File: config.mk
export PLATFORM = sky130hd
export DESIGN_NAME = button_gesture_classifier
export DESIGN_NICKNAME = d
export VERILOG_FILES = /design/src/rtl/bgc_pkg.sv /design/src/rtl/button_gesture_classifier.sv
export VERILOG_INCLUDE_DIRS = /design/src /design/src/rtl
export SDC_FILE = /design/constraint.sdc
export NUM_CORES = 1
export LEC_CHECK = 0
export BUFFER_PORTS_ARGS = -buffer_cell sky130_fd_sc_hd__buf_2
export CAP_MARGIN = 40
export CORE_MARGIN = 3
export CORE_UTILIZATION = 62
export DETAILED_ROUTE_END_ITERATION = 6
export MAX_ROUTING_LAYER = met4
export PLACE_DENSITY = 0.81
export SLEW_MARGIN = 25
export SYNTH_ARGS = -nofsm -noshare
export SYNTH_HDL_FRONTEND = slang
export SYNTH_SLANG_ARGS = --single-unit
File: constraint.sdc
create_clock -name clock -period 5.25 [get_ports clock]
set_clock_uncertainty 0.05 [all_clocks]
set_input_delay 0.525 -clock clock [delete_from_list [all_inputs] [get_ports clock]]
set_output_delay 0.525 -clock clock [all_outputs]
set_load 0.005 [all_outputs]
File: src/rtl/button_gesture_classifier_defines.svh
// ---------------------------------------------------------------------------
// Button gesture classifier assertion macros
// Shared concurrent assertion wrappers clocked on the block clock.
// ---------------------------------------------------------------------------
`ifndef BUTTON_GESTURE_CLASSIFIER_DEFINES_SVH
`define BUTTON_GESTURE_CLASSIFIER_DEFINES_SVH

// Check that is held off while reset is high.
`define BGC_ASSERT(lbl, prop, msg) \
   lbl: assert property (@(posedge clock) disable iff (reset) prop) else $error(msg);

// Check that also runs through reset.
`define BGC_ASSERT_ALWAYS(lbl, prop, msg) \
   lbl: assert property (@(posedge clock) prop) else $error(msg);

`endif

File: src/rtl/bgc_pkg.sv
// ---------------------------------------------------------------------------
// Button gesture classifier package
// Widths, register indexes, reset values and event codes.
// ---------------------------------------------------------------------------
package bgc_pkg;

   localparam int TIME_WIDTH = 16;
   localparam int CMP_WIDTH  = (TIME_WIDTH > 16) ? TIME_WIDTH : 16;

   typedef logic [TIME_WIDTH-1:0] time_type;
   typedef logic [CMP_WIDTH-1:0]  cmp_type;

   localparam time_type TIME_MAX = {TIME_WIDTH{1'b1}};

   localparam int SETTLE_WIDTH = 8;
   localparam int THRESH_WIDTH = 16;
   localparam int CSR_IDX_WIDTH  = 3;
   localparam int CSR_DATA_WIDTH = 16;

   typedef logic [SETTLE_WIDTH-1:0] settle_type;
   typedef logic [THRESH_WIDTH-1:0] thresh_type;

   // register indexes
   localparam logic [CSR_IDX_WIDTH-1:0] REG_SETTLE_MS       = 3'd0;
   localparam logic [CSR_IDX_WIDTH-1:0] REG_DOUBLE_CLICK_MS = 3'd1;
   localparam logic [CSR_IDX_WIDTH-1:0] REG_HOLD_SHORT_MS   = 3'd2;
   localparam logic [CSR_IDX_WIDTH-1:0] REG_HOLD_MID_MS     = 3'd3;
   localparam logic [CSR_IDX_WIDTH-1:0] REG_HOLD_LONG_MS    = 3'd4;

   // reset values
   localparam settle_type RST_SETTLE_MS       = 8'd20;
   localparam thresh_type RST_DOUBLE_CLICK_MS = 16'd300;
   localparam thresh_type RST_HOLD_SHORT_MS   = 16'd3000;
   localparam thresh_type RST_HOLD_MID_MS     = 16'd5000;
   localparam thresh_type RST_HOLD_LONG_MS    = 16'd10000;

   // event codes
   localparam logic [1:0] CLICK_NONE   = 2'd0;
   localparam logic [1:0] CLICK_SINGLE = 2'd1;
   localparam logic [1:0] CLICK_DOUBLE = 2'd2;

   localparam logic [1:0] HOLD_NONE  = 2'd0;
   localparam logic [1:0] HOLD_SHORT = 2'd1;
   localparam logic [1:0] HOLD_MID   = 2'd2;
   localparam logic [1:0] HOLD_LONG  = 2'd3;

   localparam logic [1:0] CLICKS_MAX = 2'd3;

   // raw pin levels (active low)
   localparam logic LEVEL_PRESSED  = 1'b0;
   localparam logic LEVEL_RELEASED = 1'b1;

endpackage

File: src/rtl/button_gesture_classifier.sv
// ---------------------------------------------------------------------------
// Button gesture classifier
// Debounces an active-low button sampled once per tick and reports single
// click, double click and three grades of long hold.
// ---------------------------------------------------------------------------
//   channel  | dir | handshake          | payload
//   req_     | in  | tvalid/tready      | tdata[0] button_level
//   rsp_     | out | tvalid/tready      | tdata[1:0] click_event, [3:2] hold_event
//   csr_     | in  | csr_we, no wait    | csr_index, csr_wdata
//
// Every request is one tick and yields exactly one response in the next cycle.
// The state update and the result register load happen at the same edge, so a
// request can be taken every cycle unless stalled; the response register is the only stage.
// A stalled response blocks new requests only while it is still waiting.
// Synchronous reset restores state and settings to reset values; event registers are not reset.
// ---------------------------------------------------------------------------
`include "button_gesture_classifier_defines.svh"

module button_gesture_classifier
   import bgc_pkg::*;
(
   input  logic                      clock,
   input  logic                      reset,

   input  logic                      req_tvalid,
   output logic                      req_tready,
   input  logic [7:0]                req_tdata,   // [0] button_level

   output logic                      rsp_tvalid,
   input  logic                      rsp_tready,
   output logic [7:0]                rsp_tdata,   // [1:0] click_event, [3:2] hold_event

   input  logic                      csr_we,
   input  logic [CSR_IDX_WIDTH-1:0]  csr_index,
   input  logic [CSR_DATA_WIDTH-1:0] csr_wdata
);

   // configuration
   settle_type settle_ms_ff;
   thresh_type double_click_ms_ff, hold_short_ms_ff, hold_mid_ms_ff, hold_long_ms_ff;

   // tick state
   logic       prev_raw_ff, prev_raw_in;
   logic       settling_ff, settling_in;
   settle_type settle_count_ff, settle_count_in;
   logic       held_ff, held_in;
   time_type   press_ticks_ff, press_ticks_in;
   logic [1:0] clicks_ff, clicks_in;
   logic       window_running_ff, window_running_in;
   time_type   window_count_ff, window_count_in;

   // response register
   logic       rsp_valid_ff, rsp_valid_in;
   logic [1:0] click_ev_ff, click_ev_in;
   logic [1:0] hold_ev_ff, hold_ev_in;

   logic       accept;
   logic       level;
   time_type   win_inc;
   logic       expire;
   logic [1:0] clicks_mid;
   logic       start_settle;
   logic       settle_live;
   settle_type settle_cnt_eff;
   time_type   press_inc;
   cmp_type    press_cmp;

   assign req_tready = !rsp_valid_ff || rsp_tready;
   assign accept     = req_tvalid && req_tready;
   assign level      = req_tdata[0];

   assign rsp_tvalid = rsp_valid_ff;
   assign rsp_tdata  = {4'd0, hold_ev_ff, click_ev_ff};

   always_ff @(posedge clock) begin
      if (reset) begin
         settle_ms_ff       <= RST_SETTLE_MS;
         double_click_ms_ff <= RST_DOUBLE_CLICK_MS;
         hold_short_ms_ff   <= RST_HOLD_SHORT_MS;
         hold_mid_ms_ff     <= RST_HOLD_MID_MS;
         hold_long_ms_ff    <= RST_HOLD_LONG_MS;
      end else if (csr_we) begin
         case (csr_index)
            REG_SETTLE_MS:       settle_ms_ff       <= csr_wdata[SETTLE_WIDTH-1:0];
            REG_DOUBLE_CLICK_MS: double_click_ms_ff <= csr_wdata[THRESH_WIDTH-1:0];
            REG_HOLD_SHORT_MS:   hold_short_ms_ff   <= csr_wdata[THRESH_WIDTH-1:0];
            REG_HOLD_MID_MS:     hold_mid_ms_ff     <= csr_wdata[THRESH_WIDTH-1:0];
            REG_HOLD_LONG_MS:    hold_long_ms_ff    <= csr_wdata[THRESH_WIDTH-1:0];
            default: ;
         endcase
      end
   end

   always_comb begin
      prev_raw_in       = prev_raw_ff;
      settling_in       = settling_ff;
      settle_count_in   = settle_count_ff;
      held_in           = held_ff;
      press_ticks_in    = press_ticks_ff;
      clicks_in         = clicks_ff;
      window_running_in = window_running_ff;
      window_count_in   = window_count_ff;
      click_ev_in       = click_ev_ff;
      hold_ev_in        = hold_ev_ff;
      rsp_valid_in      = rsp_valid_ff;

      // double-click window, handled first
      win_inc = (window_count_ff == TIME_MAX) ? TIME_MAX : window_count_ff + 1'b1;
      expire  = window_running_ff &&
                ((cmp_type'(win_inc) >= cmp_type'(double_click_ms_ff)) ||
                 (win_inc == TIME_MAX));
      clicks_mid = expire ? 2'd0 : clicks_ff;

      // press duration
      press_inc = (!held_ff || press_ticks_ff == TIME_MAX) ? press_ticks_ff
                                                            : press_ticks_ff + 1'b1;
      press_cmp = cmp_type'(press_inc);

      // raw edge opens the settle wait
      start_settle   = !settling_ff && (level != prev_raw_ff);
      settle_live    = settling_ff || start_settle;
      settle_cnt_eff = start_settle ? '0 : settle_count_ff;

      if (rsp_tready)
         rsp_valid_in = 1'b0;

      if (accept) begin
         rsp_valid_in = 1'b1;
         click_ev_in  = CLICK_NONE;
         hold_ev_in   = HOLD_NONE;

         window_count_in   = window_running_ff ? win_inc : window_count_ff;
         clicks_in         = clicks_mid;
         window_running_in = window_running_ff && !expire;
         if (expire) begin
            if (clicks_ff == 2'd1)
               click_ev_in = CLICK_SINGLE;
            else if (clicks_ff != 2'd0)
               click_ev_in = CLICK_DOUBLE;
         end

         press_ticks_in  = press_inc;
         prev_raw_in     = level;
         settling_in     = settle_live;
         settle_count_in = settle_cnt_eff;

         if (settle_live) begin
            if (settle_cnt_eff >= settle_ms_ff) begin
               settling_in = 1'b0;
               if (level == LEVEL_PRESSED && !held_ff) begin
                  held_in        = 1'b1;
                  press_ticks_in = '0;
               end else if (level == LEVEL_RELEASED && held_ff) begin
                  held_in = 1'b0;
                  if (press_cmp >= cmp_type'(hold_long_ms_ff))
                     hold_ev_in = HOLD_LONG;
                  else if (press_cmp >= cmp_type'(hold_mid_ms_ff))
                     hold_ev_in = HOLD_MID;
                  else if (press_cmp >= cmp_type'(hold_short_ms_ff))
                     hold_ev_in = HOLD_SHORT;
                  else begin
                     // short press: count it and reopen the window
                     if (clicks_mid != CLICKS_MAX)
                        clicks_in = clicks_mid + 2'd1;
                     window_running_in = 1'b1;
                     window_count_in   = '0;
                  end
               end
            end else begin
               settle_count_in = settle_cnt_eff + 1'b1;
            end
         end
      end
   end

   always_ff @(posedge clock) begin
      if (reset) begin
         prev_raw_ff       <= LEVEL_RELEASED;
         settling_ff       <= 1'b0;
         settle_count_ff   <= '0;
         held_ff           <= 1'b0;
         press_ticks_ff    <= '0;
         clicks_ff         <= 2'd0;
         window_running_ff <= 1'b0;
         window_count_ff   <= '0;
         rsp_valid_ff      <= 1'b0;
      end else begin
         prev_raw_ff       <= prev_raw_in;
         settling_ff       <= settling_in;
         settle_count_ff   <= settle_count_in;
         held_ff           <= held_in;
         press_ticks_ff    <= press_ticks_in;
         clicks_ff         <= clicks_in;
         window_running_ff <= window_running_in;
         window_count_ff   <= window_count_in;
         rsp_valid_ff      <= rsp_valid_in;
      end
   end

   always_ff @(posedge clock) begin
      click_ev_ff <= click_ev_in;
      hold_ev_ff  <= hold_ev_in;
   end

   `BGC_ASSERT(a_accept_gives_rsp, accept |=> rsp_valid_ff, "request without response")
   `BGC_ASSERT(a_hold_ends_press,
               (accept && hold_ev_in != HOLD_NONE) |=> !held_ff,
               "hold event while still held")
   `BGC_ASSERT(a_window_has_clicks, window_running_ff |-> (clicks_ff != 2'd0), "window open with no clicks")
   `BGC_ASSERT(a_click_code, rsp_valid_ff |-> (click_ev_ff != 2'd3), "bad click code")
   `BGC_ASSERT_ALWAYS(a_reset_idle,
                      reset |=> (!rsp_valid_ff && !held_ff && !window_running_ff),
                      "state not cleared by reset")

endmodule
==> results.sh <==
export IMPL_synth_common_cells="nand2_1, dfxtp_1, a21oi_1"
export IMPL_synth_top_area_cell="dfxtp_1"
export IMPL_min_period_ns=4.716
export IMPL_avgSynthCellArea_um2=7.770
export IMPL_grt_overflow=0
export IMPL_place_hpwl_um=12480
export IMPL_clk_latency_ns=0.42
export IMPL_period_share_pct=89.82
export IMPL_worstSetupPathType="flip-flop to flip-flop"
export IMPL_vdd_drop_max_v=0.0003482
export IMPL_synth_cell_types=70
export IMPL_die_area_um2=13330
export IMPL_start_util_pct=64.23
export IMPL_globalplace_congestion=0.8725
export IMPL_p_leak_nw=3.579
export IMPL_grt_max_degree=64
export IMPL_rows=39
export IMPL_cts_max_path_buffers=2
export IMPL_yosysMostFrequentCell="nand2_1"
export IMPL_fillers=960
export IMPL_antenna_found_initial=0
export IMPL_cp_max_fo=16
export IMPL_synth_edf_count=4
export IMPL_ioPinCount=42
export IMPL_final_area_um2=8224
export IMPL_cp_end_kind="flip-flop"
export IMPL_slew_headroom_pct=44.81
export IMPL_ys_seq_area_share_pct=33.69
export IMPL_synth_xor_area_share_pct=4.245
export IMPL_hold_viol_final=0
export IMPL_use_met1_pct=39.06
export IMPL_dpl_cell_area_um2=7597
export IMPL_met2_usage_pct=45.18
export IMPL_cts_resized=0
export IMPL_grt_pass1_wl_um=30140
export IMPL_grt_pass1_vias=6195
export IMPL_status="finished, final reports clean"
export IMPL_netlist_area_um2=7428
export IMPL_synth_top_area_share_pct=32.07
export IMPL_async_flop_share_pct=0
export IMPL_viasPerCell=5.845
export IMPL_dieHeight_um=115.5
export IMPL_grt_usage_pct=29.41
export IMPL_cts_num_sinks=123
export IMPL_die_w_um=115.5
export IMPL_max_clock_freq_ghz=0.2121
export IMPL_synth_simple_area_share_pct=25.23
export IMPL_nets=1077
export IMPL_hp_class="input pin to flip-flop"
export IMPL_area_growth_pct=10.71
export IMPL_dr_pass1_iters=5
export IMPL_vias=6570
export IMPL_rsz0062_at_grt="no"
export IMPL_io_buffers=30
export IMPL_synthMuxAreaShare_pct=1.162
export IMPL_ctsHoldBuffers=0
export IMPL_core_region_area_um2=11560
export IMPL_routed_wirelength_um=17870
export IMPL_setup_viol=0
export IMPL_start_kind="flip-flop"
export IMPL_wl_per_cell_um=15.90
export IMPL_cp_required_ns=5.48
export IMPL_netlist_instances=956
export IMPL_cts_setup_buffers=0
export IMPL_htreeDepth=4
export IMPL_synth_top_family_by_area="simple AND/OR/NAND/NOR gates"
export IMPL_dr_first_iter_drc_count=497
export IMPL_maxCapViolations=0
export IMPL_synth_area_leaders="dfxtp_1, ha_1, nand2_1"
export IMPL_diodes=0
export IMPL_ys_seq_elements=123
export IMPL_ys_flop_type="dfxtp_1"
export IMPL_clockRootBuffer="clkbuf_16"
export IMPL_path_clk_slew_ns=0.06
export IMPL_p_per_area_nw_per_um2=281.1
export IMPL_tns_ns=0
export IMPL_yosysWarnings=0
export IMPL_tightest_slew_ns=0.8255
export IMPL_antenna_left=0
export IMPL_drv_slew=0
export IMPL_drc=0
export IMPL_cts_tree="yes"
export IMPL_synth_compound_area_share_pct=15.75
export IMPL_gr_usage_met3_pct=5.379
export IMPL_grt_busiest_layer="met2"
export IMPL_cts_buffers=17
export IMPL_drive_gt1_share_pct=9.786
export IMPL_synth_fa_ha_area_share_pct=12.97
export IMPL_reg2reg_setup_slack_ns=0.53
export IMPL_worst_endpoint_arrival_ns=4.95
## layer usage
layer / vias up / wire, µm / part of all wire, %
met5: - / 0 / 0
met4: 0 / 427 / 2.4
met3: 38 / 995 / 5.6
met2: 188 / 8118 / 45
met1: 3094 / 8328 / 47
li1: 3250 / - / -
## cells by family after synthesis
family	after synthesis
AOI/OAI and AO/OA	191
xor gates and xnor gates	36
adders and majority gates	77
buffers and inverters	127
DFF	123
muxes	8
other	1
and+or+nand+nor	393
## cell type report
cell class	count	area (µm²)	area share, %
repair buffers	34	180.2	2.191
flip-flops and latches	123	2502	30.43
clock buffers	23	520.5	6.329
well taps	143	178.9	2.176
clock inverters	9	106.4	1.293
multi-input cells	709	4424	53.80
inverters	83	311.5	3.788
## registers in the layout (all words and copies together) (netlist names), 8 cells and up
register and flops:
hold_short_ms_ff 16, hold_mid_ms_ff 16, window_count_ff 16, double_click_ms_ff 16
settle_count_ff 8, settle_ms_ff 8, press_ticks_ff 16, hold_long_ms_ff 16
## cell usage in the layout, fill, tap and decap left out, types with 10 or more instances in the layout
cell	synthesis	final
nand3b_1	18	18
nand3_1	17	17
nand2b_1	10	10
xnor2_1	17	17
dfxtp_1	119	119
buf_2	5	30
nand2_1	200	200
xor2_1	19	19
ha_1	77	77
nor2_1	65	65
inv_1	83	83
o21ai_0	22	22
a21oi_1	104	104
clkbuf_16	0	19
nand4_1	14	14
a21o_1	15	15
## metrics by stage
step	power (mW)	hold WS (ns)	worst slack [ns]	cells	utilization, %
floorplan	1.066	0.3863	1.191	959	-
global placement	1.106	0.3917	0.7604	1092	65.69
detailed placement	1.109	0.3967	0.6715	1092	65.69
CTS	2.318	0.2988	0.5719	1124	71.11
global route	2.382	0.3164	0.1298	1124	71.11
finish	2.312	0.3137	0.5343	1124	71.11
## critical path, cell delays in order (launching register included)
cell       delay [ns]
dfxtp_1          0.38
and4_4           0.19
and4_1           0.29
a21o_1           0.23
nor3_2           0.34
and2_1           0.29
nand4_1          0.15
xnor2_1          0.36
ha_1             0.34
a21oi_1          0.16
o21ai_1          0.11
a2111oi_0        0.52
a31oi_1          0.36
nor3_2           0.38
or2_1            0.15
buf_4            0.22
a211oi_1         0.06
## power by group
part / internal (mW) / leakage, nW / switching [mW]
Sequential: 0.958 / 1.00 / 0.0104
Combinational: 0.0402 / 2.27 / 0.0857
Clock: 0.791 / 0.301 / 0.427
Total: 1.79 / 3.58 / 0.523
## path summary, 6_finish.rpt
check                                           start               endpoint  depth (start not counted)
worst max-delay path                press_ticks_ff[6]     window_count_ff[0]                         16
worst min-delay path                       req_tvalid             rsp_tvalid                          3
worst max register to register      press_ticks_ff[6]     window_count_ff[0]                         16
worst min register to register  double_click_ms_ff[9]  double_click_ms_ff[9]                          2
(Power assumes the default switching activity.)
